==> config.mk <==
export PLATFORM = sky130hd
export DESIGN_NAME = brace_format_string_tokenizer
export DESIGN_NICKNAME = d
export VERILOG_FILES = /design/src/rtl/bfst_pkg.sv /design/src/rtl/bfst_utf8.sv /design/src/rtl/bfst_parse.sv /design/src/rtl/brace_format_string_tokenizer.sv
export SDC_FILE = /design/constraint.sdc
export NUM_CORES = 1
export LEC_CHECK = 0
export BUFFER_PORTS_ARGS = -buffer_cell sky130_fd_sc_hd__buf_4
export CAP_MARGIN = 20
export CORE_MARGIN = 1.5
export CORE_UTILIZATION = 60
export DETAILED_ROUTE_END_ITERATION = 16
export PLACE_DENSITY = 0.84
export SLEW_MARGIN = 20
export SYNTH_ARGS = -nofsm -noshare
export SYNTH_HDL_FRONTEND = slang
export SYNTH_SLANG_ARGS = --single-unit
==> constraint.sdc <==
create_clock -name aclk -period 5 [get_ports aclk]
set_input_delay 1.5 -clock aclk [delete_from_list [all_inputs] [get_ports aclk]]
set_output_delay 1.5 -clock aclk [all_outputs]
set_load 0.005 [all_outputs]
==> src/rtl/bfst_pkg.sv <==
// Shared types, character codes and helpers for the brace format string tokenizer.
// No dependencies; every other file in rtl/ imports this package.
package bfst_pkg;

    localparam logic [7:0] CH_OPEN  = 8'h7B;
    localparam logic [7:0] CH_CLOSE = 8'h7D;
    localparam logic [7:0] CH_UNDER = 8'h5F;

    typedef enum logic [1:0] {
        PH_TEXT  = 2'd0,
        PH_OPEN  = 2'd1,
        PH_FIELD = 2'd2,
        PH_CLOSE = 2'd3
    } phase_t;

    typedef enum logic [2:0] {
        EV_NONE = 3'd0,
        EV_TEXT = 3'd1,
        EV_POS  = 3'd2,
        EV_NAME = 3'd3,
        EV_END  = 3'd4
    } event_t;

    typedef enum logic [2:0] {
        ERR_NONE   = 3'd0,
        ERR_UTF8   = 3'd1,
        ERR_NESTED = 3'd2,
        ERR_OPEN   = 3'd3,
        ERR_NAME   = 3'd4,
        ERR_CLOSE  = 3'd5
    } err_t;

    // Allowed range of the first continuation byte after a lead byte.
    typedef enum logic [2:0] {
        RNG_80_BF = 3'd0,
        RNG_A0_BF = 3'd1,
        RNG_80_9F = 3'd2,
        RNG_90_BF = 3'd3,
        RNG_80_8F = 3'd4
    } range_t;

    typedef struct packed {
        event_t ev;
        err_t   perr;
        logic   named;
    } parse_res_t;

    function automatic logic is_letter(input logic [7:0] b);
        return (b >= 8'h41 && b <= 8'h5A) || (b >= 8'h61 && b <= 8'h7A) || (b == CH_UNDER);
    endfunction

    function automatic logic is_digit(input logic [7:0] b);
        return (b >= 8'h30 && b <= 8'h39);
    endfunction

endpackage

==> src/rtl/bfst_utf8.sv <==
// UTF-8 well-formedness checker: one byte per enabled cycle, state cleared after the last byte.
// Depends on bfst_pkg.
module bfst_utf8 (
    input  logic       aclk,
    input  logic       aresetn,
    input  logic       en,
    input  logic [7:0] data_byte,
    input  logic       last,
    output logic       fail
);
    import bfst_pkg::*;

    logic [1:0] owed_reg, owed_next;
    range_t     range_reg, range_next;
    logic       failed_reg, failed_next;
    logic [7:0] lo, hi;

    always_comb begin
        owed_next   = owed_reg;
        range_next  = range_reg;
        failed_next = failed_reg;
        lo          = 8'h80;
        hi          = 8'hBF;
        case (range_reg)
            RNG_A0_BF: lo = 8'hA0;
            RNG_80_9F: hi = 8'h9F;
            RNG_90_BF: lo = 8'h90;
            RNG_80_8F: hi = 8'h8F;
            default: ;
        endcase
        if (!failed_reg) begin
            if (owed_reg == 2'd0) begin
                if (data_byte < 8'h80) begin
                    owed_next = 2'd0;
                end else if (data_byte >= 8'hC2 && data_byte <= 8'hDF) begin
                    owed_next  = 2'd1;
                    range_next = RNG_80_BF;
                end else if (data_byte == 8'hE0) begin
                    owed_next  = 2'd2;
                    range_next = RNG_A0_BF;
                end else if (data_byte == 8'hED) begin
                    owed_next  = 2'd2;
                    range_next = RNG_80_9F;
                end else if (data_byte >= 8'hE1 && data_byte <= 8'hEF) begin
                    owed_next  = 2'd2;
                    range_next = RNG_80_BF;
                end else if (data_byte == 8'hF0) begin
                    owed_next  = 2'd3;
                    range_next = RNG_90_BF;
                end else if (data_byte >= 8'hF1 && data_byte <= 8'hF3) begin
                    owed_next  = 2'd3;
                    range_next = RNG_80_BF;
                end else if (data_byte == 8'hF4) begin
                    owed_next  = 2'd3;
                    range_next = RNG_80_8F;
                end else begin
                    failed_next = 1'b1;
                    owed_next   = 2'd0;
                    range_next  = RNG_80_BF;
                end
            end else if (data_byte < lo || data_byte > hi) begin
                failed_next = 1'b1;
                owed_next   = 2'd0;
                range_next  = RNG_80_BF;
            end else begin
                owed_next  = owed_reg - 2'd1;
                range_next = RNG_80_BF;
            end
        end
        // A sequence cut short by the end of the string is malformed.
        if (last && owed_next != 2'd0) begin
            failed_next = 1'b1;
        end
    end

    assign fail = failed_next;

    always_ff @(posedge aclk) begin
        if (!aresetn || (en && last)) begin
            owed_reg   <= 2'd0;
            range_reg  <= RNG_80_BF;
            failed_reg <= 1'b0;
        end else if (en) begin
            owed_reg   <= owed_next;
            range_reg  <= range_next;
            failed_reg <= failed_next;
        end
    end

endmodule

==> src/rtl/bfst_parse.sv <==
// Brace parser: phase tracking, field name checks and first parse error, one byte per enabled cycle.
// Depends on bfst_pkg.
module bfst_parse (
    input  logic                aclk,
    input  logic                aresetn,
    input  logic                en,
    input  logic [7:0]          data_byte,
    input  logic                last,
    output bfst_pkg::parse_res_t res
);
    import bfst_pkg::*;

    phase_t phase_reg, phase_next;
    logic   invalid_reg, invalid_next;
    err_t   perr_reg, perr_next;
    logic   named_reg, named_next;
    event_t ev;

    always_comb begin
        phase_next   = phase_reg;
        invalid_next = invalid_reg;
        perr_next    = perr_reg;
        named_next   = named_reg;
        ev           = EV_NONE;
        if (perr_reg == ERR_NONE) begin
            unique case (phase_reg)
                PH_OPEN: begin
                    if (data_byte == CH_OPEN) begin
                        phase_next = PH_TEXT;
                        ev         = EV_TEXT;
                    end else if (data_byte == CH_CLOSE) begin
                        phase_next = PH_TEXT;
                        ev         = EV_POS;
                    end else begin
                        phase_next   = PH_FIELD;
                        invalid_next = !is_letter(data_byte);
                        ev           = EV_NAME;
                    end
                end
                PH_FIELD: begin
                    if (data_byte == CH_OPEN) begin
                        perr_next = ERR_NESTED;
                    end else if (data_byte == CH_CLOSE) begin
                        // A bad name is only reported once the field closes.
                        if (invalid_reg) begin
                            perr_next = ERR_NAME;
                        end else begin
                            ev         = EV_END;
                            named_next = 1'b1;
                            phase_next = PH_TEXT;
                        end
                    end else begin
                        if (!is_letter(data_byte) && !is_digit(data_byte)) begin
                            invalid_next = 1'b1;
                        end
                        ev = EV_NAME;
                    end
                end
                PH_CLOSE: begin
                    if (data_byte == CH_CLOSE) begin
                        phase_next = PH_TEXT;
                        ev         = EV_TEXT;
                    end else begin
                        perr_next = ERR_CLOSE;
                    end
                end
                PH_TEXT: begin
                    if (data_byte == CH_OPEN) begin
                        phase_next = PH_OPEN;
                    end else if (data_byte == CH_CLOSE) begin
                        phase_next = PH_CLOSE;
                    end else begin
                        ev = EV_TEXT;
                    end
                end
            endcase
        end
        if (last && perr_next == ERR_NONE) begin
            if (phase_next == PH_OPEN || phase_next == PH_FIELD) begin
                perr_next = ERR_OPEN;
            end else if (phase_next == PH_CLOSE) begin
                perr_next = ERR_CLOSE;
            end
        end
    end

    assign res.ev    = ev;
    assign res.perr  = perr_next;
    assign res.named = named_next;

    always_ff @(posedge aclk) begin
        if (!aresetn || (en && last)) begin
            phase_reg   <= PH_TEXT;
            invalid_reg <= 1'b0;
            perr_reg    <= ERR_NONE;
            named_reg   <= 1'b0;
        end else if (en) begin
            phase_reg   <= phase_next;
            invalid_reg <= invalid_next;
            perr_reg    <= perr_next;
            named_reg   <= named_next;
        end
    end

endmodule

==> src/rtl/brace_format_string_tokenizer.sv <==
// Top level of the brace format string tokenizer: input register, parser, UTF-8 check, result register.
// Depends on bfst_pkg, bfst_utf8 and bfst_parse.
//
// Usage: the format string enters on the s_ channel one byte per request, s_tdata holding
// the byte and s_tlast marking the final byte of the string. Every input byte yields exactly
// one result request on the m_ channel: m_tuser carries the token event, m_tdata the token
// byte, error code and named-field flag, and m_tlast copies the input's last mark. The error
// code on the result with m_tlast set is the verdict for the whole string; a consumer drops
// all tokens of a string whose verdict is nonzero.
// Pipeline: a byte accepted on the s_ channel sits in the input register and moves into the
// result register, raising m_tvalid, once that register is empty or the receiver takes its
// current result. The parser and UTF-8 state update in a single pass.
// Throughput is one byte per cycle while the receiver does not stall.
// After the last byte of a string all parse and UTF-8 state returns to its reset values.
// Reset empties both registers and clears the parse state. When the receiver stalls, the
// result register holds, the input register fills and s_tready drops; nothing is lost.
module brace_format_string_tokenizer (
    input  logic        aclk,
    input  logic        aresetn,
    input  logic        s_tvalid,
    output logic        s_tready,
    input  logic [7:0]  s_tdata,   // [7:0] in_byte
    input  logic        s_tlast,   // in_last
    output logic        m_tvalid,
    input  logic        m_tready,
    output logic [15:0] m_tdata,   // [7:0] token_byte, [10:8] error_code, [11] uses_named
    output logic [2:0]  m_tuser,   // [2:0] token_event
    output logic        m_tlast    // out_last
);
    import bfst_pkg::*;

    logic       s1_valid_reg;
    logic [7:0] s1_byte_reg;
    logic       s1_last_reg;
    logic       advance;

    logic       m_valid_reg;
    event_t     m_event_reg;
    logic [7:0] m_byte_reg;
    err_t       m_err_reg;
    logic       m_named_reg;
    logic       m_last_reg;

    logic       utf8_fail;
    parse_res_t pres;
    err_t       err_next;
    logic [7:0] byte_next;

    assign advance  = s1_valid_reg && (!m_valid_reg || m_tready);
    assign s_tready = !s1_valid_reg || advance;

    always_ff @(posedge aclk) begin
        if (!aresetn) begin
            s1_valid_reg <= 1'b0;
        end else if (s_tready) begin
            s1_valid_reg <= s_tvalid;
        end
    end

    always_ff @(posedge aclk) begin
        if (s_tvalid && s_tready) begin
            s1_byte_reg <= s_tdata;
            s1_last_reg <= s_tlast;
        end
    end

    bfst_utf8 u_utf8 (
        .aclk      (aclk),
        .aresetn   (aresetn),
        .en        (advance),
        .data_byte (s1_byte_reg),
        .last      (s1_last_reg),
        .fail      (utf8_fail)
    );

    bfst_parse u_parse (
        .aclk      (aclk),
        .aresetn   (aresetn),
        .en        (advance),
        .data_byte (s1_byte_reg),
        .last      (s1_last_reg),
        .res       (pres)
    );

    assign err_next  = utf8_fail ? ERR_UTF8 : pres.perr;
    assign byte_next = (pres.ev == EV_TEXT || pres.ev == EV_NAME) ? s1_byte_reg : 8'd0;

    always_ff @(posedge aclk) begin
        if (!aresetn) begin
            m_valid_reg <= 1'b0;
        end else if (advance) begin
            m_valid_reg <= 1'b1;
        end else if (m_tready) begin
            m_valid_reg <= 1'b0;
        end
    end

    always_ff @(posedge aclk) begin
        if (advance) begin
            m_event_reg <= pres.ev;
            m_byte_reg  <= byte_next;
            m_err_reg   <= err_next;
            m_named_reg <= pres.named;
            m_last_reg  <= s1_last_reg;
        end
    end

    assign m_tvalid = m_valid_reg;
    assign m_tuser  = m_event_reg;
    assign m_tdata  = {4'd0, m_named_reg, m_err_reg, m_byte_reg};
    assign m_tlast  = m_last_reg;

    // Tokens are only produced while no parse error is recorded. A field left open by the
    // final byte still streams that byte, and the same result carries the open brace error.
    assert property (@(posedge aclk) disable iff (!aresetn)
        m_valid_reg && m_event_reg != EV_NONE |-> m_err_reg == ERR_NONE ||
            m_err_reg == ERR_UTF8 || (m_last_reg && m_err_reg == ERR_OPEN))
        else $error("token emitted after a parse error");

    assert property (@(posedge aclk) disable iff (!aresetn)
        m_valid_reg && m_event_reg != EV_TEXT && m_event_reg != EV_NAME |-> m_byte_reg == 8'd0)
        else $error("token byte set on an event without a byte");

    // A held input byte must stay until it moves into the result register.
    assert property (@(posedge aclk) disable iff (!aresetn)
        s1_valid_reg && !advance |=> s1_valid_reg && $stable(s1_byte_reg))
        else $error("input register lost a byte while stalled");

    assert property (@(posedge aclk) disable iff (!aresetn)
        m_valid_reg && !m_tready |=> m_valid_reg)
        else $error("result dropped while the receiver stalled");

endmodule
==> qor.txt <==
Power Density: 277 nW/um2
WHS Path Cells: 2
H-tree depth: 2
Most frequent cells in the layout: buf_4 (30), edfxtp_1 (25), nor2_1 (20), nand2_1 (15), dfxtp_1 (15)
Max Cap Viol: 0
Skew final: 8.09 ps
Required time worst endpoint: 3500 ps
Top Ports: 35
Element type at the critical path start: primary input
Die Width: 64.1 um
Vias post-DR: 1781
Total global routing track utilization: 0.230
Avg Synthesized Cell Area: 9.87 um2
TNS Setup: 0 ps
Yosys reg bits: 40
Clk_lat worst skew: 300 ps
Final setup viols: 0
Synth Area in Compound Gates: 0.166
Initial drt markers: 148
Post-detail-place hpwl: 3060 um
Worst Setup Path Type: primary input to primary output
CTS Hold Buffers Added: 0
Reg2Reg Depth: 10
Number of flops mapped to enable cells by yosys: 25
Period utilization: 0.713
Starting Density: 0.617
Final ANT Viol Nets: 0
Placed Area: 2450 um2
Global-route wire length before repair: 7330 um
# clock sinks: 40
Flop2flop setup slack: 2090 ps
Hold Startpoint: u_parse.named_reg
Final net count: 270
WL final: 4230 um
Fin. max-slew vios: 0
Layout cells sized above 1: 0.190
Distinct cells, synth: 59
Worst r2r dst: m_err_reg[0]
CP top delay family: simple AND/OR/NAND/NOR gates
Root Buffer: clkbuf_8
Power Total: 708 uW
Final Hold Fails: 0
CTS buffer count: 5
Worst EP arrival: 2060 ps
Combinational family with the most area after synthesis: simple AND/OR/NAND/NOR gates
WL per Instance: 14.1 um
Most frequent cell on the critical path: buf_4
Post-Synthesis Cells: 227
Worst setup margin: 1440 ps
Layout area overhead: 14.2%
Clock transition at the registers of the reported paths: 70 ps
HP Class: flop to flop
Synth async-reset ratio: 0
Setup WS pre-CTS: 1440 ps
Clock Tree Buf Depth: 2
Final critical-path required period: 3560 ps
Buf/Inv on CP: 2
Post-synthesis mux area share: 0.00949
PortBufs: 30
1st-pass router iterations: 4
Max incr delay on CP: 200 ps
Status: complete, no violations
CP cell instances: buf_4 > nor2b_1 > nand2_1 > buf_4
Worst Max-Slew Pin Slew: 669 ps
Die area: 4110 um2
GRT overflow: 0
GPL Wtd Cong: 0.890
TritonCTS clock tree: yes
Largest net degree at the start of global routing: 22
Critical Path Fanout Max: 3
Post-CTS setup buffer count: 0
Vias in the first global route: 1624
Post_cts resized: 0
Adder-Cell Fraction of Synth Area: 0.0279
Hold endpoint: u_parse.named_reg
Slowest cell on crit path: nor2b_1
RSZ-0062 raised after global routing: no
CORE AREA: 3630 um2
RR Startpoint: s1_byte_reg[4]
Mapped cell area: 2240 um2
Seq/Total Area, Yosys: 0.469
Synth Area in XOR/XNOR: 0.00782
Top FF cell, synth: edfxtp_1
Headroom to the max-slew limit: 0.551
Site Rows: 22
Crit end category: primary output
DRC: 0
Vias/cell: 5.92
Final instance area: 2560 um2
Final Util: 0.705
Leading cell type in the layout, fill and taps excluded: buf_4
Antenna cell count: 0
Post-synthesis simple-gate area fraction: 0.265
Worst VDD drop: 0.160 mV
Chip height: 64.1 um
Max Fclk: 281 MHz
Initial antenna violation count: 0
Pleak: 0.976 nW
Ys Warns: 0
worst max-delay path by stage:
stage	depth (start not counted)	slack, ps	from	endpoint
CTS	4	1440	m_tready	s_tready
finish	4	1440	m_tready	s_tready
floorplan	2	1760	m_tready	s_tready
detailed placement	4	1440	m_tready	s_tready
global placement	4	1500	m_tready	s_tready
global route	4	1380	m_tready	s_tready
per-layer routing:
layer	global-route usage	up-vias	part of all wire
met5	0	-	0
met2	0.358	65	0.49
li1	-	887	-
met1	0.312	824	0.44
met3	0.0546	5	0.060
met4	0.0931	0	0.015
cells by family (layout without fill, tap and decap cells):
logic type / after synthesis / count (layout)
muxes: 2 / 2
xor gates and xnor gates: 2 / 2
AOI/OAI and AO/OA: 50 / 50
buffers and inverters: 24 / 47
adders and majority gates: 5 / 5
and+or+nand+nor: 103 / 103
other: 1 / 4
DFF: 40 / 40
report_power, final:
part	internal, mW	switching [mW]
combinational	0.0340	0.0377
clock	0.148	0.108
sequential	0.365	0.0159
total	0.547	0.161
worst reg2reg max path, delay by kind of cell (launching register included):
| family | cells | cell delay [ps] |
|---|---|---|
| DFF | 1 | 630 |
| adders and majority gates | 1 | 350 |
| and+or+nand+nor | 3 | 440 |
| AOI/OAI and AO/OA | 6 | 1220 |
final cells by class:
class | count | area, um2
flip-flops and latches | 40 | 1050
well taps | 48 | 60.1
clock inverters | 2 | 35.0
repair buffers | 30 | 225
clock buffers | 6 | 72.6
multi-input cells | 166 | 1080
fillers | 287 | 1070
inverters | 9 | 33.8
Yosys cell counts (3+ instances only):
cell type	n	area share
nand2b_1	5	0.014
o21ai_0	8	0.018
nand3_1	8	0.018
buf_4	6	0.020
nand2_1	15	0.025
dfxtp_1	15	0.13
buf_2	5	0.011
edfxtp_1	25	0.34
or3_1	4	0.011
nor3_1	14	0.031
nand3b_1	3	0.010
inv_1	8	0.013
o21ai_1	3	0.0067
nor2b_1	3	0.0084
a21oi_1	10	0.022
and2_1	11	0.031
a31oi_1	4	0.011
clkbuf_1	4	0.0067
ha_1	5	0.028
nor2_1	20	0.033
or2_1	3	0.0084
nor4_1	3	0.0084
nor4b_1	3	0.012
through the flow:
step	instances	hold slack (ps)
floorplan	230	429
detailed placement	293	461
finish	301	467
global placement	293	440
CTS	301	470
global route	301	488
No activity file was read; power rests on OpenSTA's default activity.
